--- src/hw/rtl/phtc_pkg.sv ---
// Shared types and constants for the per-host traffic counter table.
// Holds the token word that walks the cell chain and the field widths.
// No dependencies.
package phtc_pkg;

  localparam int TABLE_DEPTH_DEF = 128;
  localparam int MAX_DEPTH       = 1024;
  localparam int FILL_W          = 11;   // holds 0..MAX_DEPTH
  localparam int SLOT_W          = 7;
  localparam int ADDR_W          = 32;
  localparam int BYTES_W         = 48;
  localparam int PKTS_W          = 32;
  localparam int LEN_W           = 16;
  localparam int ETYPE_W         = 16;
  localparam int HOSTS_W         = 8;
  localparam int IN_DATA_W       = 104;
  localparam int OUT_DATA_W      = 208;

  localparam logic [ETYPE_W-1:0] IPV4_TYPE = 16'h0800;

  // Item operation codes (carried in in_tuser).
  localparam logic OP_FRAME = 1'b0;
  localparam logic OP_READ  = 1'b1;

  // Request/result word handed from cell to cell.
  typedef struct packed {
    logic                valid;
    logic                frame;     // IPv4 frame to account
    logic                rd;        // table read
    logic [ADDR_W-1:0]   src;
    logic [ADDR_W-1:0]   dst;
    logic [LEN_W-1:0]    len;
    logic [SLOT_W-1:0]   rslot;
    logic [FILL_W-1:0]   fill;      // occupied slots so far
    logic                src_ok;
    logic [SLOT_W-1:0]   src_slot;
    logic                dst_ok;
    logic [SLOT_W-1:0]   dst_slot;
    logic                ent_ok;
    logic [ADDR_W-1:0]   ent_addr;
    logic [BYTES_W-1:0]  ent_tx;
    logic [BYTES_W-1:0]  ent_rx;
    logic [PKTS_W-1:0]   ent_pkts;
    logic [LEN_W-1:0]    ent_peak;
  } token_t;

endpackage

--- src/hw/rtl/phtc_cell.sv ---
// One table slot of the per-host traffic counter chain.
// Holds one host entry, updates it from the passing word, registers the word.
// Depends on phtc_pkg.
module phtc_cell #(
  parameter int INDEX = 0
) (
  input  logic            clk,
  input  logic            rst_n,
  input  phtc_pkg::token_t tok_in,
  output phtc_pkg::token_t tok_out
);

  localparam logic [phtc_pkg::FILL_W-1:0] IDX = phtc_pkg::FILL_W'(INDEX);

  logic [phtc_pkg::ADDR_W-1:0]  addr_r,  addr_nxt;
  logic [phtc_pkg::BYTES_W-1:0] tx_r,    tx_nxt;
  logic [phtc_pkg::BYTES_W-1:0] rx_r,    rx_nxt;
  logic [phtc_pkg::PKTS_W-1:0]  pkts_r,  pkts_nxt;
  logic [phtc_pkg::LEN_W-1:0]   peak_r,  peak_nxt;
  logic                         ent_we;

  logic                         tok_valid_r;
  phtc_pkg::token_t             tok_r, tok_nxt;

  logic occ, alloc, src_hit, dst_hit;
  logic [phtc_pkg::BYTES_W-1:0] base_tx, base_rx;
  logic [phtc_pkg::PKTS_W-1:0]  base_pkts;
  logic [phtc_pkg::LEN_W-1:0]   base_peak;

  always_comb begin
    occ   = IDX < tok_in.fill;
    // first free slot takes the source if unseen, else the destination
    alloc = tok_in.frame && (IDX == tok_in.fill) && !(tok_in.src_ok && tok_in.dst_ok);
    src_hit = tok_in.frame && !tok_in.src_ok &&
              ((occ && addr_r == tok_in.src) || alloc);
    dst_hit = tok_in.frame && !tok_in.dst_ok &&
              ((occ && addr_r == tok_in.dst) ||
               (alloc && (tok_in.src_ok || tok_in.dst == tok_in.src)));

    base_tx   = alloc ? '0 : tx_r;
    base_rx   = alloc ? '0 : rx_r;
    base_pkts = alloc ? '0 : pkts_r;
    base_peak = alloc ? '0 : peak_r;

    addr_nxt = alloc ? (tok_in.src_ok ? tok_in.dst : tok_in.src) : addr_r;
    tx_nxt   = base_tx + (src_hit ? phtc_pkg::BYTES_W'(tok_in.len) : '0);
    rx_nxt   = base_rx + (dst_hit ? phtc_pkg::BYTES_W'(tok_in.len) : '0);
    pkts_nxt = base_pkts + phtc_pkg::PKTS_W'(src_hit) + phtc_pkg::PKTS_W'(dst_hit);
    peak_nxt = (tok_in.len > base_peak) ? tok_in.len : base_peak;
    ent_we   = tok_in.valid && (src_hit || dst_hit);

    tok_nxt = tok_in;
    if (src_hit) begin
      tok_nxt.src_ok   = 1'b1;
      tok_nxt.src_slot = IDX[phtc_pkg::SLOT_W-1:0];
    end
    if (dst_hit) begin
      tok_nxt.dst_ok   = 1'b1;
      tok_nxt.dst_slot = IDX[phtc_pkg::SLOT_W-1:0];
    end
    if (alloc) begin
      tok_nxt.fill = tok_in.fill + 1'b1;
    end
    // capture the entry for a read of an occupied slot
    if (tok_in.rd && occ && (phtc_pkg::FILL_W'(tok_in.rslot) == IDX)) begin
      tok_nxt.ent_ok   = 1'b1;
      tok_nxt.ent_addr = addr_r;
      tok_nxt.ent_tx   = tx_r;
      tok_nxt.ent_rx   = rx_r;
      tok_nxt.ent_pkts = pkts_r;
      tok_nxt.ent_peak = peak_r;
    end
  end

  always_ff @(posedge clk) begin
    if (ent_we) begin
      addr_r <= addr_nxt;
      tx_r   <= tx_nxt;
      rx_r   <= rx_nxt;
      pkts_r <= pkts_nxt;
      peak_r <= peak_nxt;
    end
    tok_r <= tok_nxt;
  end

  always_ff @(posedge clk) begin
    if (!rst_n) begin
      tok_valid_r <= 1'b0;
    end else begin
      tok_valid_r <= tok_in.valid;
    end
  end

  always_comb begin
    tok_out       = tok_r;
    tok_out.valid = tok_valid_r;
  end

endmodule

--- config.mk ---
export PLATFORM = sky130hd
export DESIGN_NAME = phtc_cell
export DESIGN_NICKNAME = d
export VERILOG_FILES = /design/src/hw/rtl/phtc_pkg.sv /design/src/hw/rtl/phtc_cell.sv
export SDC_FILE = /design/constraint.sdc
export NUM_CORES = 1
export LEC_CHECK = 0
export BUFFER_PORTS_ARGS = -buffer_cell sky130_fd_sc_hd__buf_2
export CORE_AREA = 4 4 230 232
export CTS_CLUSTER_SIZE = 12
export DETAILED_ROUTE_END_ITERATION = 16
export DIE_AREA = 0 0 234 236
export SLEW_MARGIN = 0
export SYNTH_ARGS = -nofsm -noshare
export SYNTH_HDL_FRONTEND = slang
export SYNTH_SLANG_ARGS = --single-unit
--- constraint.sdc ---
create_clock -name clk -period 17.46 [get_ports clk]
set_clock_uncertainty 0.1 [all_clocks]
set_input_delay 1.746 -clock clk [delete_from_list [all_inputs] [get_ports clk]]
set_output_delay 1.746 -clock clk [all_outputs]
set_load 0.02 [all_outputs]
==> Flow_metrics.wiki <==
{| class="wikitable"
! Metric !! Value
|-
| Status || completed
|-
| Area of the mapped netlist || 0.0199 sq mm
|-
| Fin crit period || 6.19 ns
|-
| CP Class || input port to flip-flop
|-
| Max-capacitance violation count || 0
|-
| Levels on crit path || 17
|-
| Area added between synthesis and finish || 26.7%
|-
| Critical path's slowest cell || sky130_fd_sc_hd__or4b_4
|-
| P_sw || 571 uW
|-
| Maximum cell stage delay along the critical path || 0.54 ns
|-
| CTS tree || yes
|-
| R2R Path End || tx_r[32]
|-
| First-pass GRT wire length || 90.2 mm
|-
| Part of the power in the clock network || 0.435
|-
| Number of global-route vias before repair || 15.0k
|-
| Warning count from the yosys run || 0
|-
| Switching share of power || 0.234
|-
| Initial antenna violation count || 11
|-
| Period utilization || 0.355
|-
| Max transition margin || 0.267
|-
| Most common cell on crit path || sky130_fd_sc_hd__and2_1
|-
| Routability congestion estimate || 0.863
|-
| Initial DRT Pass Iterations || 7
|-
| Average footprint of a synthesized cell || 12.2 sq um
|-
| Aggregate global routing overflow || 0
|-
| Register clock-pin slew on the reported worst setup and hold paths || 0.06 ns
|-
| Instance count along the most critical hold path || 1
|-
| Fraction of registers with async set/reset || 0
|-
| Std-Cell Rows || 83
|-
| Clock insertion delay at the later pin of the skew report || 0.59 ns
|-
| Internal Pwr Total || 1.86 mW
|-
| Worst-case hold slack || 0.406 ns
|-
| Synthesized instance count || 1626
|-
| Post-CTS Repair Setup Buffers || 0
|-
| Clock Root Buffer || sky130_fd_sc_hd__clkbuf_16
|-
| Final net count || 2561
|-
| Number of vias in the routed layout || 14.7k
|-
| Final number of hold-violating endpoints || 0
|-
| Areal power density over the cells || 96.7 mW/mm^2
|-
| Source of the worst hold timing path || tx_r[9]
|-
| Iter 0 DRT Violations || 836
|-
| Number of resized instances in the post-cts repair step || 0
|-
| Critical path data arrival time || 6.43 ns
|-
| Final sum of negative setup slack || 0 ns
|-
| Synth Register Bits || 470
|-
| Post-layout util || 0.494
|-
| Kind of cell adding the most delay to the critical path || simple AND/OR/NAND/NOR gates
|-
| Die area || 0.0552 sq mm
|-
| Cells along the critical path || buf_2 -> xnor2_1 -> nand4_1 -> nor4_1 -> a21oi_1 -> o31ai_1 -> and3b_1 -> and2_1 -> ha_1 -> fa_1 -> a21o_1 -> a41oi_1 -> a21bo_1 -> a211o_1 -> and2_1 -> or4b_4 -> mux2i_1
|-
| Endpoint class of the critical path || flip-flop
|-
| Total routed wirelength || 61.9 mm
|-
| Type of the tightest min-delay check || flip-flop to flip-flop
|-
| I/O pin cnt || 590
|-
| Core outline area || 0.0510 sq mm
|-
| Highest ir drop seen on vdd || 0.0789 mV
|-
| Startpoint of the most critical register-to-register path || addr_r[15]
|-
| Flop-to-flop setup slack || 12.18 ns
|-
| Slew at the pin closest to its max-slew limit || 1.10 ns
|-
| Portion of the post-synthesis area used by sequential elements || 0.562
|-
| Fraction of final layout cells sized beyond drive strength 1 || 0.407
|-
| Sequential fraction of design power || 0.484
|-
| Global-route total usage across every layer || 0.212
|-
| Maximum number of buffers from clock root to sink || 3
|-
| Placed wire-length estimate || 46.9 mm
|-
| Total clock buffers created by CTS || 52
|-
| Chip height || 236 microns
|-
| Maximum number of pins on one net before global-route repair || 83
|-
| Leak || 10.3 nW
|-
| Final ANT Viol Nets || 0
|-
| Hold_buf cts || 0
|-
| Post-DR wirelength/cell || 21.0 microns
|-
| Terminating pin of the worst hold path || tok_out[105]
|-
| IO Port Bufs || 589
|-
| Most instantiated flip-flop cell in the synthesis netlist || sky130_fd_sc_hd__dfxtp_1
|-
| Post-synth EDFFs || 176
|-
| R2R cell count || 17
|-
| Achievable clock frequency || 0.161 GHz
|-
| Total nets after synthesis || 1976
|-
| Number of pins with negative max-slew slack in the final report || 0
|-
| Effective utilization at floorplan || 0.390
|-
| Required time of the critical path || 17.69 ns
|-
| Critical path launch point type || input port
|-
| Final-report setup violation count || 0
|-
| CP bufs+invs || 1
|-
| Number of library cell types mapped by synthesis || 69
|-
| H-tree level count || 2
|-
| Die extent in x || 234 microns
|-
| Post-DR vias/cell || 5.00
|-
| RSZ-0062 raised after global routing || no
|-
| Number of clock sinks seen by CTS || 470
|-
| Share of power burned in combinational logic || 0.081
|-
| Number of remaining DRC errors || 0
|-
| Maximum fanout encountered on the critical timing path || 16
|}
## cells by family after synthesis
group                      count (synthesis)  share of synthesized area
AOI/OAI and AO/OA                        152                     0.0541
xor gates and xnor gates                 204                     0.0899
adders and majority gates                 54                     0.0351
buffers and inverters                    104                     0.0208
DFF                                      470                      0.562
muxes                                    225                      0.127
and+or+nand+nor                          417                      0.111
## through the flow
| stage | instances | setup slack [ns] | total power [mW] | cell area [sq um] |
|---|---|---|---|---|
| floorplan | 1626 | 10.46 | 1.30 | 19900 |
| global placement | 2837 | 10.73 | 1.40 | 23500 |
| detailed placement | 2837 | 10.65 | 1.40 | 23500 |
| CTS | 2933 | 11.27 | 2.46 | 25200 |
| global route | 2940 | 10.91 | 2.52 | 25200 |
| finish | 2940 | 11.27 | 2.43 | 25200 |
## state kept, by name (all words and copies together) (netlist names)
name         flops
rx_r            48
tok_valid_r      1
peak_r          16
addr_r          32
tok_out        293
tx_r            48
pkts_r          32
## power by group through the flow
stage | clock network [mW] | logic [mW] | registers, mW
after floorplan | 0 | 0.0499 | 1.25
after global placement | 0 | 0.197 | 1.20
after detailed placement | 0 | 0.199 | 1.20
after CTS | 1.09 | 0.200 | 1.18
after global routing | 1.13 | 0.211 | 1.18
final | 1.06 | 0.198 | 1.18
## placed cells by master (no fill, tap or decap), types with 6 or more instances in the layout
| cell type | count |
|---|---|
| sky130_fd_sc_hd__clkbuf_8 | 15 |
| sky130_fd_sc_hd__ha_1 | 51 |
| sky130_fd_sc_hd__dfxtp_1 | 294 |
| sky130_fd_sc_hd__nor4_1 | 10 |
| sky130_fd_sc_hd__nand2_1 | 62 |
| sky130_fd_sc_hd__clkinv_2 | 12 |
| sky130_fd_sc_hd__nor3b_1 | 6 |
| sky130_fd_sc_hd__xor2_1 | 67 |
| sky130_fd_sc_hd__mux2i_1 | 16 |
| sky130_fd_sc_hd__and3_1 | 18 |
| sky130_fd_sc_hd__buf_4 | 9 |
| sky130_fd_sc_hd__buf_2 | 589 |
| sky130_fd_sc_hd__and4_1 | 7 |
| sky130_fd_sc_hd__a21o_1 | 17 |
| sky130_fd_sc_hd__a211oi_1 | 16 |
| sky130_fd_sc_hd__a21oi_1 | 35 |
| sky130_fd_sc_hd__nand3_1 | 29 |
| sky130_fd_sc_hd__diode_2 | 7 |
| sky130_fd_sc_hd__clkbuf_16 | 52 |
| sky130_fd_sc_hd__o2111ai_1 | 9 |
| sky130_fd_sc_hd__nor2b_1 | 15 |
| sky130_fd_sc_hd__xnor2_1 | 137 |
| sky130_fd_sc_hd__mux2_2 | 209 |
| sky130_fd_sc_hd__o211ai_1 | 10 |
| sky130_fd_sc_hd__edfxtp_1 | 176 |
| sky130_fd_sc_hd__o21ai_0 | 27 |
| sky130_fd_sc_hd__or3_1 | 12 |
| sky130_fd_sc_hd__nand4_1 | 38 |
| sky130_fd_sc_hd__clkbuf_1 | 11 |
| sky130_fd_sc_hd__inv_1 | 37 |
| sky130_fd_sc_hd__and2_1 | 74 |
| sky130_fd_sc_hd__nor3_1 | 12 |
| sky130_fd_sc_hd__nor2_1 | 106 |
## area by class of cell
cell class | count | area (sq um)
multi-input combinational | 1052 | 8330
sequential | 470 | 11200
clock buffer | 78 | 1550
fill | 4679 | 25800
antenna | 7 | 17.5
tap | 680 | 851
inverter | 37 | 139
timing repair buffer | 598 | 3020
clock inverter | 18 | 113
## per-layer routing
layer  global-route usage  share of wire
met5                    0        0.00050
met4               0.0717          0.029
met3               0.0455          0.064
met2                0.373           0.50
met1                0.256           0.40
## worst max path at each step
stage	slack, ns	startpoint	end
6_report	11.27	tok_in[248]	rx_r[22]
5_1_grt	10.91	tok_in[248]	rx_r[22]
4_1_cts	11.27	tok_in[280]	rx_r[22]
3_5_place_dp	10.65	tok_in[248]	rx_r[22]
3_3_place_gp	10.73	tok_in[280]	rx_r[22]
2_1_floorplan	10.46	tok_in[265]	peak_r[0]
## synthesized netlist by cell type, drive strengths merged, types with 29 or more instances
library cell  count  share of area
inv              37         0.0070
dfxtp           294           0.30
xnor2           137          0.060
a21oi            35         0.0088
nor2            109          0.021
clkbuf           46         0.0087
o21ai            29         0.0073
xor2             67          0.030
ha               51          0.032
and2             74          0.023
nand2            62          0.012
mux2            209           0.12
edfxtp          176           0.27
nand4            38          0.012
nand3            30         0.0078
No activity file was read; power rests on OpenSTA's default activity.
